File: src/hdl/rrqs_pkg.sv
// ----------------------------------------------------------------------------
// rrqs_pkg
// Shared types and constants for the round-robin quantum scheduler.
// ----------------------------------------------------------------------------
package rrqs_pkg;

    localparam int unsigned ID_W    = 4;
    localparam int unsigned SLICE_W = 8;
    localparam int unsigned CFG_W   = 8;
    localparam int unsigned CIDX_W  = 3;
    localparam int unsigned IN_W    = 8;
    localparam int unsigned OUT_W   = 24;

    localparam logic [ID_W-1:0]    FIRST_GUEST_RST = 4'd0;
    localparam logic [ID_W-1:0]    LAST_GUEST_RST  = 4'd3;
    localparam logic [SLICE_W-1:0] QUANTUM_RST     = 8'd5;

    typedef enum logic [1:0] {
        OP_TICK   = 2'd0,
        OP_SWITCH = 2'd1,
        OP_TRAP   = 2'd2,
        OP_NONE   = 2'd3
    } t_opcode;

    typedef enum logic [CIDX_W-1:0] {
        CFG_FIRST_GUEST   = 3'd0,
        CFG_LAST_GUEST    = 3'd1,
        CFG_QUANTUM       = 3'd2,
        CFG_MANUAL_ENABLE = 3'd3,
        CFG_MANUAL_GUEST  = 3'd4
    } t_cfg_index;

    typedef struct packed {
        t_opcode         opcode;
        logic [ID_W-1:0] target_guest;
        logic            lock_after;
    } t_item;

    typedef struct packed {
        logic [ID_W-1:0]    first_guest;
        logic [ID_W-1:0]    last_guest;
        logic [SLICE_W-1:0] quantum;
        logic               manual_enable;
        logic [ID_W-1:0]    manual_guest;
    } t_cfg;

    typedef struct packed {
        logic            locked;
        logic            pending_valid;
        logic [ID_W-1:0] pending_guest;
        logic            current_valid;
        logic [ID_W-1:0] current_guest;
        logic            previous_valid;
        logic [ID_W-1:0] previous_guest;
        logic            switched;
        logic            status;
    } t_result;

endpackage

File: src/hdl/rrqs_slice_mem.sv
// ----------------------------------------------------------------------------
// rrqs_slice_mem
// Per-guest slice counter RAM: one write and one registered read per cycle,
// per-entry valid bits so unwritten entries read as zero, and a bypass for a
// write landing in the same cycle as the read.
// ----------------------------------------------------------------------------
module rrqs_slice_mem
    import rrqs_pkg::*;
#(
    parameter int unsigned DEPTH = 16,
    parameter int unsigned AW    = 4
) (
    input  logic               i_clk,
    input  logic               i_rst_n,
    input  logic               i_rd_en,
    input  logic [AW-1:0]      i_rd_addr,
    output logic [SLICE_W-1:0] o_rd_data,
    input  logic               i_wr_en,
    input  logic [AW-1:0]      i_wr_addr,
    input  logic [SLICE_W-1:0] i_wr_data
);

    logic [SLICE_W-1:0] r_mem [DEPTH];
    logic [DEPTH-1:0]   r_vld;
    logic [SLICE_W-1:0] r_q;
    logic               r_q_vld;
    logic               r_byp;
    logic [SLICE_W-1:0] r_byp_data;

    always_ff @(posedge i_clk) begin
        if (i_wr_en) begin
            r_mem[i_wr_addr] <= i_wr_data;
        end
        if (i_rd_en) begin
            r_q        <= r_mem[i_rd_addr];
            r_byp_data <= i_wr_data;
        end
    end

    always_ff @(posedge i_clk) begin
        if (!i_rst_n) begin
            r_vld   <= '0;
            r_q_vld <= 1'b0;
            r_byp   <= 1'b0;
        end else begin
            if (i_wr_en) begin
                r_vld[i_wr_addr] <= 1'b1;
            end
            if (i_rd_en) begin
                r_q_vld <= r_vld[i_rd_addr];
                r_byp   <= i_wr_en && (i_wr_addr == i_rd_addr);
            end
        end
    end

    assign o_rd_data = r_byp ? r_byp_data : (r_q_vld ? r_q : '0);

    a_wr_in_range: assert property (@(posedge i_clk) disable iff (!i_rst_n)
        i_wr_en |-> (32'(i_wr_addr) < DEPTH))
        else $error("slice write beyond depth");

endmodule

File: src/hdl/rrqs_sched_ctrl.sv
// ----------------------------------------------------------------------------
// rrqs_sched_ctrl
// Execute stage: running/pending/lock registers and the per-event update,
// producing the slice counter write-back and the next read address.
// ----------------------------------------------------------------------------
module rrqs_sched_ctrl
    import rrqs_pkg::*;
#(
    parameter int unsigned SLOT_COUNT = 16,
    parameter int unsigned AW         = 4
) (
    input  logic               i_clk,
    input  logic               i_rst_n,
    input  logic               i_fire,
    input  t_item              i_item,
    input  t_cfg               i_cfg,
    input  logic [SLICE_W-1:0] i_slice,
    output t_result            o_res,
    output logic               o_wr_en,
    output logic [AW-1:0]      o_wr_slot,
    output logic [SLICE_W-1:0] o_wr_data,
    output logic [AW-1:0]      o_rd_slot
);

    localparam logic [6:0] GC = 7'(SLOT_COUNT);

    function automatic logic [AW-1:0] slot_of(input logic [ID_W-1:0] id);
        logic [6:0] v;
        v = {3'b000, id};
        for (int i = 0; i < 8; i++) begin
            if (v >= GC) begin
                v = v - GC;
            end
        end
        return v[AW-1:0];
    endfunction

    logic [ID_W-1:0] r_run_id, n_run_id;
    logic            r_run_ok, n_run_ok;
    logic [ID_W-1:0] r_wait_id, n_wait_id;
    logic            r_wait_ok, n_wait_ok;
    logic            r_lock, n_lock;

    logic [ID_W-1:0] nxt_id;
    logic [ID_W-1:0] wrap_id;
    logic            prev_ok;

    always_comb begin
        n_run_id  = r_run_id;
        n_run_ok  = r_run_ok;
        n_wait_id = r_wait_id;
        n_wait_ok = r_wait_ok;
        n_lock    = r_lock;
        o_wr_en   = 1'b0;
        o_wr_slot = slot_of(r_run_id);
        o_wr_data = '0;
        nxt_id    = r_run_id;
        wrap_id   = (r_run_id < i_cfg.last_guest) ? r_run_id + 4'd1 : i_cfg.first_guest;
        prev_ok   = 1'b0;
        o_res     = '0;
        o_res.status = 1'b1;

        unique case (i_item.opcode)
            OP_TICK: begin
                if (i_cfg.manual_enable) begin
                    nxt_id = i_cfg.manual_guest;
                end else if (!r_run_ok) begin
                    nxt_id = i_cfg.first_guest;
                end else if (i_slice > 8'd1) begin
                    o_wr_en   = 1'b1;
                    o_wr_data = i_slice - 8'd1;
                end else begin
                    nxt_id    = wrap_id;
                    o_wr_en   = 1'b1;
                    o_wr_data = (wrap_id == r_run_id) ? i_cfg.quantum : '0;
                end
                if (!r_lock) begin
                    n_wait_id    = nxt_id;
                    n_wait_ok    = 1'b1;
                    o_res.status = 1'b0;
                end
            end
            OP_SWITCH: begin
                if (!r_lock) begin
                    n_wait_id    = i_item.target_guest;
                    n_wait_ok    = 1'b1;
                    o_res.status = 1'b0;
                end
                if (i_item.lock_after) begin
                    n_lock = 1'b1;
                end
            end
            OP_TRAP: begin
                o_wr_slot = slot_of(r_wait_id);
                o_wr_data = i_cfg.quantum;
                if (!r_run_ok) begin
                    if (r_wait_ok) begin
                        o_wr_en      = 1'b1;
                        n_run_id     = r_wait_id;
                        n_run_ok     = 1'b1;
                        o_res.switched = 1'b1;
                        o_res.status = 1'b0;
                    end
                end else if (r_wait_ok && (r_wait_id != r_run_id)) begin
                    o_wr_en      = 1'b1;
                    prev_ok      = 1'b1;
                    n_run_id     = r_wait_id;
                    n_wait_ok    = 1'b0;
                    o_res.switched = 1'b1;
                    o_res.status = 1'b0;
                end
                n_lock = 1'b0;
            end
            default: begin
            end
        endcase

        o_res.previous_valid = prev_ok;
        o_res.previous_guest = prev_ok ? r_run_id : '0;
        o_res.current_valid  = n_run_ok;
        o_res.current_guest  = n_run_ok ? n_run_id : '0;
        o_res.pending_valid  = n_wait_ok;
        o_res.pending_guest  = n_wait_ok ? n_wait_id : '0;
        o_res.locked         = n_lock;

        if (!i_fire) begin
            o_wr_en   = 1'b0;
            n_run_id  = r_run_id;
            n_run_ok  = r_run_ok;
            n_wait_id = r_wait_id;
            n_wait_ok = r_wait_ok;
            n_lock    = r_lock;
        end
    end

    assign o_rd_slot = slot_of(n_run_id);

    always_ff @(posedge i_clk) begin
        if (!i_rst_n) begin
            r_run_id  <= '0;
            r_run_ok  <= 1'b0;
            r_wait_id <= '0;
            r_wait_ok <= 1'b0;
            r_lock    <= 1'b0;
        end else begin
            r_run_id  <= n_run_id;
            r_run_ok  <= n_run_ok;
            r_wait_id <= n_wait_id;
            r_wait_ok <= n_wait_ok;
            r_lock    <= n_lock;
        end
    end

    a_run_sticky: assert property (@(posedge i_clk) disable iff (!i_rst_n)
        r_run_ok |=> r_run_ok)
        else $error("running guest lost");

    a_switch_clears: assert property (@(posedge i_clk) disable iff (!i_rst_n)
        (i_fire && o_res.switched && o_res.previous_valid) |=> (!r_wait_ok && !r_lock))
        else $error("pending or lock left after switch");

endmodule

File: src/hdl/round_robin_quantum_scheduler_core.sv
// ----------------------------------------------------------------------------
// round_robin_quantum_scheduler_core
// Round-robin time-slice guest scheduler for one CPU.
// ----------------------------------------------------------------------------
// Usage:
//   s_axis carries one event per transfer: tuser holds the opcode (timer tick,
//   switch request, trap exit), tdata the target guest and lock flag.
//   m_axis returns one result per event: status, switch info, current and
//   pending guest, lock state.
//   Configuration registers are written through i_cfg_* while no event is in
//   flight; writes to unused indexes are dropped.
// Timing:
//   When the event is taken, the slice RAM is read at the running guest's
//   slot; in the execute stage the event executes and writes the slot back,
//   and its result is registered into the output register. One event per
//   cycle while no result is held, with a bypass covering back-to-back
//   access to the same slot.
// Reset: running, pending and lock clear; all slice counters read zero.
// Stall: a held result stalls the execute stage, and s_axis_tready drops with it.
// ----------------------------------------------------------------------------
module round_robin_quantum_scheduler_core
    import rrqs_pkg::*;
#(
    parameter int unsigned SLOT_COUNT = 16
) (
    input  logic              i_clk,
    input  logic              i_rst_n,
    input  logic              i_cfg_wr_en,
    input  logic [CIDX_W-1:0] i_cfg_index,
    input  logic [CFG_W-1:0]  i_cfg_wdata,
    input  logic              s_axis_tvalid,
    output logic              s_axis_tready,
    input  logic [IN_W-1:0]   s_axis_tdata,  // target_guest[3:0], lock_after[4]
    input  logic [1:0]        s_axis_tuser,  // opcode[1:0]
    output logic              m_axis_tvalid,
    input  logic              m_axis_tready,
    output logic [OUT_W-1:0]  m_axis_tdata   // status, switched, previous_guest,
                                             // previous_valid, current_guest,
                                             // current_valid, pending_guest,
                                             // pending_valid, locked
);

    localparam int unsigned AW = $clog2(SLOT_COUNT);

    t_cfg    r_cfg;
    t_item   r_e_item;
    logic    r_e_vld;
    logic    r_o_vld;
    t_result r_o_res;

    logic               e_fire;
    logic               s_accept;
    t_result            e_res;
    logic [SLICE_W-1:0] slice_q;
    logic               wr_en;
    logic [AW-1:0]      wr_slot;
    logic [SLICE_W-1:0] wr_data;
    logic [AW-1:0]      rd_slot;

    assign e_fire        = r_e_vld && (!r_o_vld || m_axis_tready);
    assign s_axis_tready = !r_e_vld || e_fire;
    assign s_accept      = s_axis_tvalid && s_axis_tready;

    always_ff @(posedge i_clk) begin
        if (!i_rst_n) begin
            r_cfg.first_guest   <= FIRST_GUEST_RST;
            r_cfg.last_guest    <= LAST_GUEST_RST;
            r_cfg.quantum       <= QUANTUM_RST;
            r_cfg.manual_enable <= 1'b0;
            r_cfg.manual_guest  <= '0;
        end else if (i_cfg_wr_en) begin
            unique case (i_cfg_index)
                CFG_FIRST_GUEST:   r_cfg.first_guest   <= i_cfg_wdata[ID_W-1:0];
                CFG_LAST_GUEST:    r_cfg.last_guest    <= i_cfg_wdata[ID_W-1:0];
                CFG_QUANTUM:       r_cfg.quantum       <= i_cfg_wdata[SLICE_W-1:0];
                CFG_MANUAL_ENABLE: r_cfg.manual_enable <= i_cfg_wdata[0];
                CFG_MANUAL_GUEST:  r_cfg.manual_guest  <= i_cfg_wdata[ID_W-1:0];
                default: begin
                end
            endcase
        end
    end

    always_ff @(posedge i_clk) begin
        if (s_accept) begin
            r_e_item.opcode       <= t_opcode'(s_axis_tuser);
            r_e_item.target_guest <= s_axis_tdata[3:0];
            r_e_item.lock_after   <= s_axis_tdata[4];
        end
        if (e_fire) begin
            r_o_res <= e_res;
        end
    end

    always_ff @(posedge i_clk) begin
        if (!i_rst_n) begin
            r_e_vld <= 1'b0;
            r_o_vld <= 1'b0;
        end else begin
            if (s_axis_tready) begin
                r_e_vld <= s_axis_tvalid;
            end
            if (e_fire) begin
                r_o_vld <= 1'b1;
            end else if (m_axis_tready) begin
                r_o_vld <= 1'b0;
            end
        end
    end

    rrqs_slice_mem #(
        .DEPTH (SLOT_COUNT),
        .AW    (AW)
    ) u_slice_mem (
        .i_clk     (i_clk),
        .i_rst_n   (i_rst_n),
        .i_rd_en   (s_accept),
        .i_rd_addr (rd_slot),
        .o_rd_data (slice_q),
        .i_wr_en   (wr_en),
        .i_wr_addr (wr_slot),
        .i_wr_data (wr_data)
    );

    rrqs_sched_ctrl #(
        .SLOT_COUNT (SLOT_COUNT),
        .AW         (AW)
    ) u_sched_ctrl (
        .i_clk     (i_clk),
        .i_rst_n   (i_rst_n),
        .i_fire    (e_fire),
        .i_item    (r_e_item),
        .i_cfg     (r_cfg),
        .i_slice   (slice_q),
        .o_res     (e_res),
        .o_wr_en   (wr_en),
        .o_wr_slot (wr_slot),
        .o_wr_data (wr_data),
        .o_rd_slot (rd_slot)
    );

    assign m_axis_tvalid = r_o_vld;
    assign m_axis_tdata  = {(OUT_W - $bits(t_result))'(0), r_o_res};

    a_fire_fills_out: assert property (@(posedge i_clk) disable iff (!i_rst_n)
        e_fire |=> r_o_vld)
        else $error("executed event produced no result");

    a_accept_fills_exec: assert property (@(posedge i_clk) disable iff (!i_rst_n)
        s_accept |=> r_e_vld)
        else $error("accepted event lost");

    a_no_write_idle: assert property (@(posedge i_clk) disable iff (!i_rst_n)
        !r_e_vld |-> !wr_en)
        else $error("slice write without an event");

endmodule

File: config.mk
export PLATFORM = sky130hd
export DESIGN_NAME = round_robin_quantum_scheduler_core
export DESIGN_NICKNAME = d
export VERILOG_FILES = /design/src/hdl/rrqs_pkg.sv /design/src/hdl/rrqs_slice_mem.sv /design/src/hdl/rrqs_sched_ctrl.sv /design/src/hdl/round_robin_quantum_scheduler_core.sv
export SDC_FILE = /design/constraint.sdc
export NUM_CORES = 1
export LEC_CHECK = 0
export BUFFER_PORTS_ARGS = -buffer_cell sky130_fd_sc_hd__buf_2
export CORE_UTILIZATION = 60
export DETAILED_ROUTE_END_ITERATION = 12
export PLACE_DENSITY = 0.85
export SETUP_SLACK_MARGIN = 0.2
export SLEW_MARGIN = 25
export SYNTH_ARGS = -nofsm -noshare
export SYNTH_HDL_FRONTEND = slang
export SYNTH_SLANG_ARGS = --single-unit
File: constraint.sdc
create_clock -name i_clk -period 3.4 [get_ports i_clk]
set_clock_uncertainty 0.05 [all_clocks]
set_input_delay 0.17 -clock i_clk [delete_from_list [all_inputs] [get_ports i_clk]]
set_output_delay 0.17 -clock i_clk [all_outputs]
set_load 0.005 [all_outputs]
==> reports/results.tsv <==
stage	metric	value	unit
drt	DRT Wirelength	21.4	mm
setup_path	WS Path Type	flop to flop	
clock_tree	root buf cell	clkbuf_16	
pwr	pwr dens	478	mW/mm^2
final_layout	post-route cell area	0.0115	sq mm
grt	via count of the first global-routing pass	6629	
pwr	Sw Ratio	20.9	%
setup_path	Crit path max-delay family	simple AND/OR/NAND/NOR gates	
setup_path	crit path DAT	3.30	ns
drt	WL/cell	19.8	um
logic_synthesis	syn avg cell area	13.1	sq um
logic_synthesis	async set-or-reset flop fraction in the synthesized netlist	0	%
final_layout	Multi-input gate area	0.00362	sq mm
clock_tree	clock slew at reported path FFs	0.06	ns
final_layout	ant diodes	0	
logic_synthesis	prevailing post-synth register cell	edfxtp_1	
timing	Tmin final	3.00	ns
pwr	Comb pwr share	3.6	%
drt	Vias	6507	
setup_path	Req. time, crit path	3.69	ns
logic_synthesis	sequential cell area fraction in the yosys report	60.9	%
setup_path	crit path cell chain	nor2b_1 -> a22oi_1 -> inv_1 -> ha_1 -> o221a_2 -> and4_1 -> nand2_4 -> o41ai_4 -> buf_4 -> nand2_1 -> o21ai_1 -> buf_4	
grt	global-route wire length before repair	34.2	mm
logic_synthesis	area of the mapped netlist	0.0100	sq mm
floorplan	site row count	46	
place	dpl hpwl	13.9	mm
clock_tree	CTS tree	done	
timing	sum of negative setup slack	0	ns
logic_synthesis	cell count after synthesis	766	
run	maxcap violations	0	
place	port buffer count	42	
place	placed cell area	0.0106	sq mm
setup_path	WP buf/inv	3	
pwr	Psw	1.15	mW
drt	Via density	6.02	
timing	Final Max Slew Viols	0	
timing	final hold vios	0	
timing	final setup fails	0	
floorplan	die footprint	0.0173	sq mm
drt	DR pass1 iterations	6	
clock_tree	htree depth	1	
clock_tree	CTS buffer count	23	
floorplan	core box area	0.0161	sq mm
timing	worst rel slew slack	32.0	%
floorplan	Die Ht	131	um
setup_path	Slowest cell on crit path	dfxtp_1	
pwr	Max VDD drop	0.452	mV
setup_path	CP max FO	17	
final_layout	nets@finish	884	
setup_path	CP Launch Type	flop	
setup_path	critical path's largest stage delay	0.39	ns
clock_tree	Bufs on Longest Clock Path	3	
drt	Post-DRT Antenna Nets	0	
timing	actual slew at the worst max-slew pin	1.02	ns
place	final estimated routing congestion in global placement	0.884	
drt	final routed DRC violation total	0	
timing	Period Utilization, post-route	88.3	%
logic_synthesis	Post-synth EDFFs	169	
clock_tree	clock sinks	221	
hold_path	worst hold-check path type	input pin to flop	
logic_synthesis	Seq cells post-synth	221	
pwr	clock power share	42.7	%
pwr	Sequential Power Share	53.6	%
logic_synthesis	Yosys cell types	69	
grt	initial antenna violation count	0	
floorplan	Die Wd	131	um
grt	total track usage	25.1	%
setup_path	cell mode on critical path	buf_4	
outcome	run status	finished clean	
grt	total gr overflow	0	
logic_synthesis	yosys warns	0	
final_layout	Final Core Density	71.3	%
timing	RSZ-0062 raised after global routing	false	
timing	FMAX	0.333	GHz
floorplan	Top Ports	52	
setup_path	crit end category	flop	
floorplan	initial core utilization	62.3	%
final_layout	area delta synth->final	14.5	%
grt	largest net degree at the start of global routing	68	
final_layout	FF+latch area	0.00612	sq mm
pwr	P_leak	4.60	nW
drt	1st-iter DRT viols	515	
final_layout	Layout fillers	1008	
clock_tree	Worst-Skew Late Latency	0.52	ns
final_layout	layout cell share with drive strength beyond 1	15.5	%
pwr	internal power	4.35	mW
kinds of logic after synthesis:
group / count (synthesis) / synth area share, %
DFF: 221 / 60.9
and+or+nand+nor: 174 / 8.84
muxes: 146 / 14.7
AOI/OAI and AO/OA: 133 / 9.42
buffers and inverters: 67 / 3.41
xor gates and xnor gates: 14 / 1.45
adders and majority gates: 10 / 1.25
other: 1 / 0.0374
what timing repair did:
action	CTS	global route
gates resized for setup	0	1
endpoints found under the hold margin	29	0
hold buffers	16	0
pin swaps	1	0
gates cloned	0	0
setup buffers	1	0
setup endpoints to repair	136	136
sequential cells by signal (all words and copies together), names as in the netlist, 4 cells and up:
register	flops
m_axis_tdata	18
r_cfg	21
r_e_item	7
u_sched_ctrl.r_run_id	4
u_sched_ctrl.r_wait_id	4
u_slice_mem.r_byp_data	8
u_slice_mem.r_mem	128
u_slice_mem.r_q	8
u_slice_mem.r_vld	16
worst paths after layout:
path	from	slack (ns)	cells after the start	end
max	u_slice_mem.r_q_vld$_SDFFE_PN0P_	0.40	12	u_slice_mem.r_byp_data[2]$_DFFE_PP_
max reg2reg	u_slice_mem.r_q_vld$_SDFFE_PN0P_	0.40	12	u_slice_mem.r_byp_data[2]$_DFFE_PP_
min reg2reg	u_slice_mem.r_vld[8]$_SDFFE_PN0P_	0.42	1	u_slice_mem.r_vld[8]$_SDFFE_PN0P_
min	i_cfg_index[1]	0.03	4	r_cfg[4]$_SDFFE_PN0P_
metal layers:
metal	up-vias	wire length (um)	GRT usage [%]	part of all wire, %
met5	-	0	0	0
met4	0	505	9.43	2.4
met3	50	1490	3.74	7.0
met2	279	10600	42.4	49
met1	3165	8830	32.9	41
li1	3013	-	-	-
cell type report:
cell class                 count  share of cell area (%)
inverter                      20                   0.653
timing repair buffer          99                    6.12
tap                          216                    2.35
multi-input combinational    483                    31.5
sequential                   221                    53.2
clock buffer                  32                    5.30
clock inverter                10                   0.838
cell usage after synthesis (all sizes together), types with 4 or more instances:
master	number	area [sq um]
and2	7	46.3
clkbuf	19	75.1
nor2b	24	150
a31oi	6	37.5
and3	6	37.5
a21boi	12	90.1
a32oi	7	61.3
nand4	5	37.5
dfxtp	52	1040
o21a	17	128
nor3	9	56.3
o21ai	33	169
mux2i	142	1430
mux2	4	48.8
nand2	58	225
nor2	31	116
buf	28	193
inv	19	71.3
ha	10	125
xnor2	10	110
edfxtp	169	5070
o211ai	7	52.6
nand3	17	90.1
a21oi	19	95.1
xor2	4	35.0
a22oi	9	95.1
worst reg2reg max path: stages (launching register included):
cell	delay (ns)
dfxtp_1	0.39
nor2b_1	0.38
a22oi_1	0.21
inv_1	0.12
ha_1	0.14
o221a_2	0.19
and4_1	0.37
nand2_4	0.12
o41ai_4	0.21
buf_4	0.21
nand2_1	0.08
o21ai_1	0.11
buf_4	0.24
metrics by stage:
stage	hold WS [ns]	setup slack [ns]	total power, mW	instances
floorplan	0.219	0.414	3.12	771
detailed placement	0.298	0.0482	3.18	1022
global placement	0.300	0.299	3.17	1022
finish	0.0304	0.397	5.50	1081
CTS	0.0208	0.296	5.51	1081
global route	0.0549	0.225	5.65	1081
cells in the final DEF (no fill, tap or decap), types with 4 or more instances in the layout:
cell type        n
a21boi_0        11
nand4_1          4
a21oi_1         19
dfxtp_1         51
nor2b_1         24
and2_1           6
nand2_1         57
o211ai_1         7
ha_1            10
buf_2           42
nand3_1         16
a31oi_1          6
conb_1           6
o21ai_0         19
and3_1           6
nor2_1          31
xor2_1           4
clkbuf_1         9
o21ai_1         13
dlygate4sd3_1   16
a22oi_1          7
clkbuf_16       23
edfxtp_1       169
xnor2_1          7
nor3_1           8
o21a_1          17
clkinv_1         5
mux2i_1        140
a32oi_1          7
buf_4           39
inv_1           19
power by group through the flow:
| stage | combinational (mW) | sequential [mW] | clock [mW] |
|---|---|---|---|
| floorplan | 0.121 | 3.00 | 0 |
| finish | 0.200 | 2.95 | 2.35 |
| global route | 0.218 | 2.95 | 2.48 |
| CTS | 0.197 | 2.95 | 2.37 |
| global placement | 0.172 | 3.00 | 0 |
| detailed placement | 0.179 | 3.00 | 0 |
(Power assumes the default switching activity.)
